--- src/design/utf8d_pkg.sv ---
`timescale 1ns / 1ps
// ----------------------------------------------------------------------------
// utf8d_pkg
// shared types and constants of the utf-8 decoder with source position
// ----------------------------------------------------------------------------
package utf8d_pkg;

    // field widths of the item structs
    localparam int unsigned CP_W   = 21;
    localparam int unsigned LEN_W  = 3;
    localparam int unsigned LINE_W = 24;
    localparam int unsigned COL_W  = 16;

    // default counter widths
    localparam int unsigned LINE_BITS_DEF = 24;
    localparam int unsigned COL_BITS_DEF  = 16;

    // reset value of the invalid replacement code
    localparam logic [CP_W-1:0] INVALID_CODE_RST = 21'h00FFFD;

    // special code points
    localparam logic [CP_W-1:0] CP_LINE_FEED = 21'h00000A;
    localparam logic [CP_W-1:0] CP_TAB       = 21'h000009;

    // range limits for complete sequences
    localparam logic [CP_W-1:0] CP_MIN_2B    = 21'h000080;
    localparam logic [CP_W-1:0] CP_MIN_3B    = 21'h000800;
    localparam logic [CP_W-1:0] CP_SURR_LO   = 21'h00D800;
    localparam logic [CP_W-1:0] CP_SURR_HI   = 21'h00DFFF;
    localparam logic [CP_W-1:0] CP_MIN_4B    = 21'h010000;
    localparam logic [CP_W-1:0] CP_MAX       = 21'h10FFFF;

    // lead byte prefixes
    localparam logic [2:0] LEAD2_PFX = 3'h6;
    localparam logic [3:0] LEAD3_PFX = 4'hE;
    localparam logic [4:0] LEAD4_PFX = 5'h1E;
    localparam logic [1:0] CONT_PFX  = 2'h2;

    // continuation counts
    localparam logic [1:0] NEED_NONE = 2'd0;
    localparam logic [1:0] NEED_ONE  = 2'd1;
    localparam logic [1:0] NEED_TWO  = 2'd2;
    localparam logic [1:0] NEED_THREE = 2'd3;

    localparam logic [LEN_W-1:0] LEN_ONE = 3'd1;

    typedef struct packed {
        logic [7:0] data_byte;
        logic       end_of_stream;
    } t_in_item;

    typedef struct packed {
        logic [CP_W-1:0]   code_point;
        logic              invalid;
        logic [LEN_W-1:0]  seq_len;
        logic [LINE_W-1:0] line_number;
        logic [COL_W-1:0]  byte_column;
        logic [COL_W-1:0]  char_column;
        logic              last_of_run;
    } t_out_item;

endpackage

--- src/design/utf8_decoder_with_position_unit.sv ---
`timescale 1ns / 1ps
// ----------------------------------------------------------------------------
// utf8_decoder_with_position_unit
// utf-8 byte stream decoder that tags each code point with line and columns
// ----------------------------------------------------------------------------
// channel   direction  handshake                    payload
// in        input      i_in_valid / o_in_stall      i_in_item  (t_in_item)
// out       output     o_out_valid / i_out_stall    o_out_item (t_out_item)
// cfg       input      i_cfg_we                     i_cfg_data (invalid code)
//
// one byte per cycle while not stalled; a byte that yields n results holds the job register
// until all n are popped (a broken sequence flushes up to three), input stalls meanwhile
// from byte accept to result valid a byte passes the job reg, then the out reg
// a byte that only extends a pending sequence yields no result
// synchronous active-low reset: nothing pending, counters at one,
// invalid code back to fffd
// output stall backs up through the job register into o_in_stall
// ----------------------------------------------------------------------------
module utf8_decoder_with_position_unit
    import utf8d_pkg::*;
#(
    parameter int unsigned LINE_BITS = LINE_BITS_DEF,
    parameter int unsigned COL_BITS  = COL_BITS_DEF
) (
    input  logic            i_clk,
    input  logic            i_rst_n,
    input  logic            i_cfg_we,
    input  logic [CP_W-1:0] i_cfg_data,
    input  logic            i_in_valid,
    output logic            o_in_stall,
    input  t_in_item        i_in_item,
    output logic            o_out_valid,
    input  logic            i_out_stall,
    output t_out_item       o_out_item
);

    // ---------------------------------------------------------------- config
    logic [CP_W-1:0] r_invalid_code;

    always_ff @(posedge i_clk) begin
        if (!i_rst_n) begin
            r_invalid_code <= INVALID_CODE_RST;
        end else if (i_cfg_we) begin
            r_invalid_code <= i_cfg_data;
        end
    end

    // -------------------------------------------------------- decoder state
    logic [7:0] r_lead, n_lead;
    logic [1:0] r_needed, n_needed;
    logic [1:0] r_have, n_have;
    logic [7:0] r_held0, n_held0;
    logic [7:0] r_held1, n_held1;

    // job register: flush count of invalid length-1 results, then a final one
    logic [1:0]       r_job_flush, n_job_flush;
    logic             r_job_final, n_job_final;
    logic [CP_W-1:0]  r_job_cp, n_job_cp;
    logic             r_job_bad, n_job_bad;
    logic [LEN_W-1:0] r_job_len, n_job_len;

    // result register and position counters
    logic                 r_out_valid, n_out_valid;
    t_out_item            r_out_item, n_out_item;
    logic [LINE_BITS-1:0] r_line, n_line;
    logic [COL_BITS-1:0]  r_bcol, n_bcol;
    logic [COL_BITS-1:0]  r_ccol, n_ccol;

    // ------------------------------------------------------- handshake glue
    logic job_empty;
    logic job_last_one;
    logic pop;
    logic accept;

    assign job_empty    = (r_job_flush == 2'd0) && !r_job_final;
    assign job_last_one = ((r_job_flush == 2'd0) && r_job_final) ||
                          ((r_job_flush == 2'd1) && !r_job_final);
    assign pop          = !job_empty && (!r_out_valid || !i_out_stall);
    // take a new byte once the job drains this cycle at the latest
    assign o_in_stall   = !(job_empty || (job_last_one && pop));
    assign accept       = i_in_valid && !o_in_stall;

    // --------------------------------------------------------- byte decode
    logic [7:0]      b;
    logic            eos;
    logic            is_cont;
    logic [1:0]      f_need;
    logic            seq_done;
    logic [CP_W-1:0] cmp_cp;
    logic            cmp_ok;

    assign b       = i_in_item.data_byte;
    assign eos     = i_in_item.end_of_stream;
    assign is_cont = (b[7:6] == CONT_PFX);

    // continuations a fresh lead byte asks for
    always_comb begin
        if (b[7:5] == LEAD2_PFX) begin
            f_need = NEED_ONE;
        end else if (b[7:4] == LEAD3_PFX) begin
            f_need = NEED_TWO;
        end else if (b[7:3] == LEAD4_PFX) begin
            f_need = NEED_THREE;
        end else begin
            f_need = NEED_NONE;
        end
    end

    // this continuation closes the pending sequence
    assign seq_done = (({1'b0, r_have} + 3'd1) >= {1'b0, r_needed});

    // assemble the code point and check overlong, surrogate and range
    always_comb begin
        case (r_needed)
            NEED_ONE: begin
                cmp_cp = {10'd0, r_lead[4:0], b[5:0]};
                cmp_ok = (cmp_cp >= CP_MIN_2B);
            end
            NEED_TWO: begin
                cmp_cp = {5'd0, r_lead[3:0], r_held0[5:0], b[5:0]};
                cmp_ok = (cmp_cp >= CP_MIN_3B) &&
                         !((cmp_cp >= CP_SURR_LO) && (cmp_cp <= CP_SURR_HI));
            end
            NEED_THREE: begin
                cmp_cp = {r_lead[2:0], r_held0[5:0], r_held1[5:0], b[5:0]};
                cmp_ok = (cmp_cp >= CP_MIN_4B) && (cmp_cp <= CP_MAX);
            end
            default: begin
                cmp_cp = '0;
                cmp_ok = 1'b0;
            end
        endcase
    end

    // next decoder state and the job this byte produces
    logic do_fresh;

    always_comb begin
        n_lead      = r_lead;
        n_needed    = r_needed;
        n_have      = r_have;
        n_held0     = r_held0;
        n_held1     = r_held1;
        n_job_flush = 2'd0;
        n_job_final = 1'b0;
        n_job_cp    = '0;
        n_job_bad   = 1'b0;
        n_job_len   = LEN_ONE;
        do_fresh    = 1'b0;

        if (r_needed == NEED_NONE) begin
            do_fresh = 1'b1;
        end else if (is_cont) begin
            if (seq_done) begin
                n_job_final = 1'b1;
                n_job_cp    = cmp_cp;
                n_job_bad   = !cmp_ok;
                n_job_len   = {1'b0, r_needed} + 3'd1;
                n_needed    = NEED_NONE;
                n_have      = 2'd0;
            end else begin
                if (r_have[0]) begin
                    n_held1 = b;
                end else begin
                    n_held0 = b;
                end
                n_have = r_have + 2'd1;
                // early end: lead, held bytes and this one all go out invalid
                if (eos) begin
                    n_job_flush = r_have + 2'd2;
                    n_needed    = NEED_NONE;
                    n_have      = 2'd0;
                end
            end
        end else begin
            // mismatch: flush lead and held bytes, then decode this byte anew
            n_job_flush = r_have + 2'd1;
            n_needed    = NEED_NONE;
            n_have      = 2'd0;
            do_fresh    = 1'b1;
        end

        if (do_fresh) begin
            if (!b[7]) begin
                n_job_final = 1'b1;
                n_job_cp    = {13'd0, b};
            end else if ((f_need == NEED_NONE) || eos) begin
                n_job_final = 1'b1;
                n_job_bad   = 1'b1;
            end else begin
                n_lead   = b;
                n_needed = f_need;
                n_have   = 2'd0;
            end
        end
    end

    // ----------------------------------------------------------- emit stage
    logic             e_flush_now;
    logic             e_bad;
    logic [LEN_W-1:0] e_len;
    logic             e_last;

    assign e_flush_now = (r_job_flush != 2'd0);
    assign e_bad       = e_flush_now || r_job_bad;
    assign e_len       = e_flush_now ? LEN_ONE : r_job_len;
    assign e_last      = e_flush_now ? ((r_job_flush == 2'd1) && !r_job_final) : 1'b1;

    // saturating position updates
    logic [LINE_BITS:0] line_inc;
    logic [COL_BITS:0]  bcol_add;
    logic [COL_BITS:0]  ccol_inc;
    logic [COL_BITS:0]  ccol_tab;
    logic [COL_BITS-1:0] ccol_m1;

    assign line_inc = {1'b0, r_line} + {{LINE_BITS{1'b0}}, 1'b1};
    assign bcol_add = {1'b0, r_bcol} + (COL_BITS + 1)'(e_len);
    assign ccol_inc = {1'b0, r_ccol} + {{COL_BITS{1'b0}}, 1'b1};
    // next tab stop plus one: ((c - 1) | 7) + 2
    assign ccol_m1  = r_ccol - {{(COL_BITS-1){1'b0}}, 1'b1};
    assign ccol_tab = {1'b0, ccol_m1 | (COL_BITS)'(7)} + (COL_BITS + 1)'(2);

    always_comb begin
        n_line = r_line;
        n_bcol = r_bcol;
        n_ccol = r_ccol;
        if (pop) begin
            if (!e_bad && (r_job_cp == CP_LINE_FEED)) begin
                n_line = line_inc[LINE_BITS] ? r_line : line_inc[LINE_BITS-1:0];
                n_bcol = {{(COL_BITS-1){1'b0}}, 1'b1};
                n_ccol = {{(COL_BITS-1){1'b0}}, 1'b1};
            end else begin
                n_bcol = bcol_add[COL_BITS] ? {COL_BITS{1'b1}} : bcol_add[COL_BITS-1:0];
                if (!e_bad && (r_job_cp == CP_TAB)) begin
                    n_ccol = ccol_tab[COL_BITS] ? {COL_BITS{1'b1}}
                                                : ccol_tab[COL_BITS-1:0];
                end else begin
                    n_ccol = ccol_inc[COL_BITS] ? {COL_BITS{1'b1}}
                                                : ccol_inc[COL_BITS-1:0];
                end
            end
        end
    end

    // result register load
    always_comb begin
        n_out_valid = r_out_valid;
        n_out_item  = r_out_item;
        if (pop) begin
            n_out_valid             = 1'b1;
            n_out_item.code_point   = e_bad ? r_invalid_code : r_job_cp;
            n_out_item.invalid      = e_bad;
            n_out_item.seq_len      = e_len;
            n_out_item.line_number  = LINE_W'(32'(r_line));
            n_out_item.byte_column  = COL_W'(32'(r_bcol));
            n_out_item.char_column  = COL_W'(32'(r_ccol));
            n_out_item.last_of_run  = e_last;
        end else if (!i_out_stall) begin
            n_out_valid = 1'b0;
        end
    end

    // job register: load on accept, else drain one result per pop
    logic [1:0] j_flush;
    logic       j_final;

    always_comb begin
        j_flush = r_job_flush;
        j_final = r_job_final;
        if (accept) begin
            j_flush = n_job_flush;
            j_final = n_job_final;
        end else if (pop) begin
            if (e_flush_now) begin
                j_flush = r_job_flush - 2'd1;
            end else begin
                j_final = 1'b0;
            end
        end
    end

    // ------------------------------------------------------------ registers
    always_ff @(posedge i_clk) begin
        if (!i_rst_n) begin
            r_needed    <= NEED_NONE;
            r_have      <= 2'd0;
            r_job_flush <= 2'd0;
            r_job_final <= 1'b0;
            r_out_valid <= 1'b0;
            r_line      <= {{(LINE_BITS-1){1'b0}}, 1'b1};
            r_bcol      <= {{(COL_BITS-1){1'b0}}, 1'b1};
            r_ccol      <= {{(COL_BITS-1){1'b0}}, 1'b1};
        end else begin
            if (accept) begin
                r_needed <= n_needed;
                r_have   <= n_have;
            end
            r_job_flush <= j_flush;
            r_job_final <= j_final;
            r_out_valid <= n_out_valid;
            r_line      <= n_line;
            r_bcol      <= n_bcol;
            r_ccol      <= n_ccol;
        end
    end

    always_ff @(posedge i_clk) begin
        if (accept) begin
            r_lead    <= n_lead;
            r_held0   <= n_held0;
            r_held1   <= n_held1;
            r_job_cp  <= n_job_cp;
            r_job_bad <= n_job_bad;
            r_job_len <= n_job_len;
        end
        r_out_item <= n_out_item;
    end

    assign o_out_valid = r_out_valid;
    assign o_out_item  = r_out_item;

endmodule

--- config.mk ---
export PLATFORM = sky130hd
export DESIGN_NAME = utf8_decoder_with_position_unit
export DESIGN_NICKNAME = d
export VERILOG_FILES = /design/src/design/utf8d_pkg.sv /design/src/design/utf8_decoder_with_position_unit.sv
export SDC_FILE = /design/constraint.sdc
export NUM_CORES = 1
export LEC_CHECK = 0
export ABC_AREA = 1
export BUFFER_PORTS_ARGS = -buffer_cell sky130_fd_sc_hd__buf_2
export CORE_MARGIN = 2
export CORE_UTILIZATION = 59
export DETAILED_ROUTE_END_ITERATION = 16
export HOLD_SLACK_MARGIN = 0.15
export PLACE_DENSITY = 0.8
export SLEW_MARGIN = 20
export SYNTH_ARGS = -nofsm -noshare
export SYNTH_HDL_FRONTEND = slang
export SYNTH_SLANG_ARGS = --single-unit
--- constraint.sdc ---
create_clock -name i_clk -period 5.1 [get_ports i_clk]
set_input_delay 0.765 -clock i_clk [delete_from_list [all_inputs] [get_ports i_clk]]
set_output_delay 0.765 -clock i_clk [all_outputs]
set_load 0.02 [all_outputs]
==> flow_summary.yaml <==
worst_setup_path:
  cp_slowest_cell: "clkinv_1"
  cp_top_family: "buffers and inverters"
  path_class: "flop to flop"
  required_ns: 5.45
  cp.arrival_ns: 3.35
  crit_path_end_kind: "flop"
  cpPeakStageDelay_ns: 0.83
  crit_path_max_fanout: 32
  crit_chain: "inv_1 > ha_1 > inv_2 > o21ai_0 > nand2_1 > nand2_1 > nand2_1 > clkinv_1 > o2111ai_1 > o21ai_0 > a21oi_1 > nor2_1"
  path_buf_inv: 3
  worstSetupStartpointType: "flop"
  crit_top_cell: "nand2_1"
logic_synthesis:
  synth_top_area_frac: 0.3615
  syn_nets: 1248
  synth-edff-count: 124
  synthCells: 1195
  synth_area_leaders: "edfxtp_1 36%, dfxtp_1 17%, nand2_1 11%, inv_1 4.4%, nand3_1 4.1%"
  ys.flop_type: "edfxtp_1"
  synthArstFlopShare: 0
  yosysSeqAreaShare: 0.5267
  ys_types: 48
  syn_area_um2: 10300
  yosys_warnings: 0
  synth_seq_cells: 209
  synth_top_cell_by_area: "edfxtp_1"
  avgSynthCellArea_um2: 8.619
clocking:
  cts_setup_buffers: 0
  clk_latency_ns: 0.51
  cts_hold_buffers: 0
  h-tree-depth: 1
  cts_tree: "yes"
  cts_buffer_depth: 3
  cts_made_buffers: 22
  clk_transition_reported_paths_ns: 0.06
  cts_sinks: 209
  root_buffer: "clkbuf_16"
  cts_resized: 0
detailed_routing:
  drc: 0
  wl_um: 23890
  drt-vias-per-instance: 5.472
  routedWlPerCell_um: 15.45
  dr.pass1.iters: 6
  drt_iter0_markers: 837
  num_vias: 8459
  ant_nets: 0
timing:
  finalMaxSlewViolations: 0
  setup_tns_ns: 0
  rsz0062_at_grt: "false"
  fin_skew_ns: 0.01763
  fin_crit_sh: 0.5876
  hold_violations: 0
  tightest_slew_ns: 1.073
  fmaxAchievable_mhz: 333.7
  setup_viol: 0
  slew_headroom: 0.2844
  finalCriticalPeriod_ns: 2.997
power_and_ir_drop:
  ir_drop_mv: 0.3570
  powerDensity_nw_per_um2: 514.2
  combPwrFrac: 0.316
  seq_power_share: 0.427
  power.internal_uw: 3806
  clockPowerShare: 0.258
  p_leak_uw: 0.004765
  sw_frac_of_total: 0.3675
  p_sw_uw: 2212
global_route:
  track_usage: 0.2586
  grt-ovfl-total: 0
  antenna_found_initial: 0
  grt_pass1_vias: 7737
  grt_pass1_wl_um: 38300
  grt_max_degree: 86
placement:
  dp.cells: 1507
  dpl.hpwl_um: 17050
  dpl_cell_area_um2: 11000
  io_buffers: 118
  gp_congestion: 0.9680
floorplanning:
  die_w_um: 136.1
  core_area_um2: 17180
  initial_core_util: 0.5997
  die-area_um2: 18530
  rows: 48
  fp.dieH_um: 136.1
  io_pins: 119
final_layout:
  fin_area_um2: 11700
  nFillCells: 1387
  nets: 1359
  final_cells: 1546
  drive_above_1_share: 0.1665
  area_growth_pct: 13.63
  antenna_cells: 0
worst_hold_path:
  hp-class: "input port to flop"
flow_run:
  cap_viol_max_count: 0
run_status:
  status: "finished, final reports clean"
cell usage in the layout, fill, tap and decap left out, types with 3 or more instances in the layout:
| cell type | instances |
|---|---|
| nand2_1 | 304 |
| edfxtp_1 | 124 |
| inv_1 | 120 |
| buf_2 | 118 |
| nor2_1 | 113 |
| nand3_1 | 85 |
| dfxtp_1 | 85 |
| a21oi_1 | 69 |
| o21ai_0 | 50 |
| nand4_1 | 25 |
| xor2_1 | 25 |
| clkbuf_16 | 22 |
| nor3_1 | 19 |
| nor4_1 | 18 |
| nand2_2 | 17 |
| ha_1 | 16 |
| nor2_4 | 12 |
| inv_2 | 11 |
| nor2_2 | 9 |
| xnor2_1 | 9 |
| clkbuf_1 | 8 |
| clkinv_2 | 5 |
| o31ai_1 | 4 |
| nand3_2 | 4 |
| a21oi_2 | 4 |
| clkinv_1 | 3 |
| a31oi_1 | 3 |
| and3_1 | 3 |
| buf_4 | 3 |
power by group through the flow:
| stage | Sequential [µW] | Clock [µW] | Combinational [µW] |
|---|---|---|---|
| after floorplan | 3000 | 0 | 887 |
| after global placement | 2590 | 0 | 1850 |
| after detailed placement | 2600 | 0 | 1900 |
| after CTS | 2570 | 1570 | 1910 |
| after global routing | 2610 | 1640 | 2090 |
| final | 2570 | 1550 | 1900 |
per-stage QoR:
stage | worst slack (ns) | hold WS (ns) | total power [µW] | utilization
after detailed placement | 2.115 | 0.4445 | 4496 | 0.6405
after global routing | 1.746 | 0.4658 | 6328 | 0.6814
after global placement | 2.191 | 0.4411 | 4445 | 0.6405
after CTS | 2.173 | 0.4449 | 6046 | 0.6814
final | 2.103 | 0.4587 | 6018 | 0.6814
after floorplan | 1.422 | 0.4029 | 3888 | -
routing by layer:
metal  share of wire  GRT usage  wire, µm
met4           0.028    0.08623       663
met1            0.44     0.3558     10430
met2            0.47     0.4255     11300
met5               0          0         0
met3           0.063    0.03318      1494
flip-flops by register name, indices dropped and copies added, names as in the netlist, 2 cells and up:
register / cells
o_out_item: 82
r_line: 24
r_invalid_code: 21
r_job_cp: 21
r_bcol: 16
r_ccol: 16
r_held0: 6
r_held1: 6
r_lead: 5
r_job_len: 3
r_have: 2
r_job_flush: 2
r_needed: 2
worst paths after layout:
check	startpoint	to	slack [ns]	depth (start not counted)
worst max register to register	r_job_flush[0]$_SDFFE_PN0P_	r_job_flush[1]$_SDFFE_PN0P_	2.10	12
worst max-delay path	r_job_flush[0]$_SDFFE_PN0P_	r_job_flush[1]$_SDFFE_PN0P_	2.10	12
worst min register to register	r_invalid_code[5]$_SDFFE_PN1P_	r_invalid_code[5]$_SDFFE_PN1P_	0.46	2
worst min-delay path	i_cfg_data[13]	r_invalid_code[13]$_SDFFE_PN1P_	0.46	3
worst min-delay path, cell delays in order:
cell and delay [ns]:
buf_2 0.07, nand2_1 0.04, nand3_1 0.06
kinds of logic after synthesis:
group           synth area share
buf+inv                  0.06803
fa+ha+maj                0.02332
flops                     0.5267
xor+xnor                 0.02891
simple gates              0.2742
compound gates           0.07884
cell type report:
cell class / instances / area [µm²] / area share
Inverter: 135 / 508.0 / 0.04340
Sequential cell: 209 / 5425 / 0.4635
Clock inverter: 8 / 107.6 / 0.009194
Clock buffer: 31 / 594.3 / 0.05078
Timing Repair Buffer: 121 / 613.1 / 0.05238
Tap cell: 225 / 281.5 / 0.02405
Multi-Input combinational cell: 817 / 4174 / 0.3566
synthesized netlist by cell type (3+ instances only):
library cell	number
nand2_1	304
o31ai_1	4
inv_2	11
nand3_2	4
buf_4	3
a21oi_2	4
nand2_2	17
dfxtp_1	85
a31oi_1	3
xnor2_1	9
nor2_2	9
nor4_1	18
nand3_1	85
clkinv_1	3
clkbuf_1	22
and3_1	3
inv_1	121
nor3_1	19
nor2_4	12
nand4_1	25
xor2_1	25
edfxtp_1	124
buf_6	7
ha_1	16
a21oi_1	69
o21ai_0	50
nor2_1	113
(Power assumes the default switching activity.)
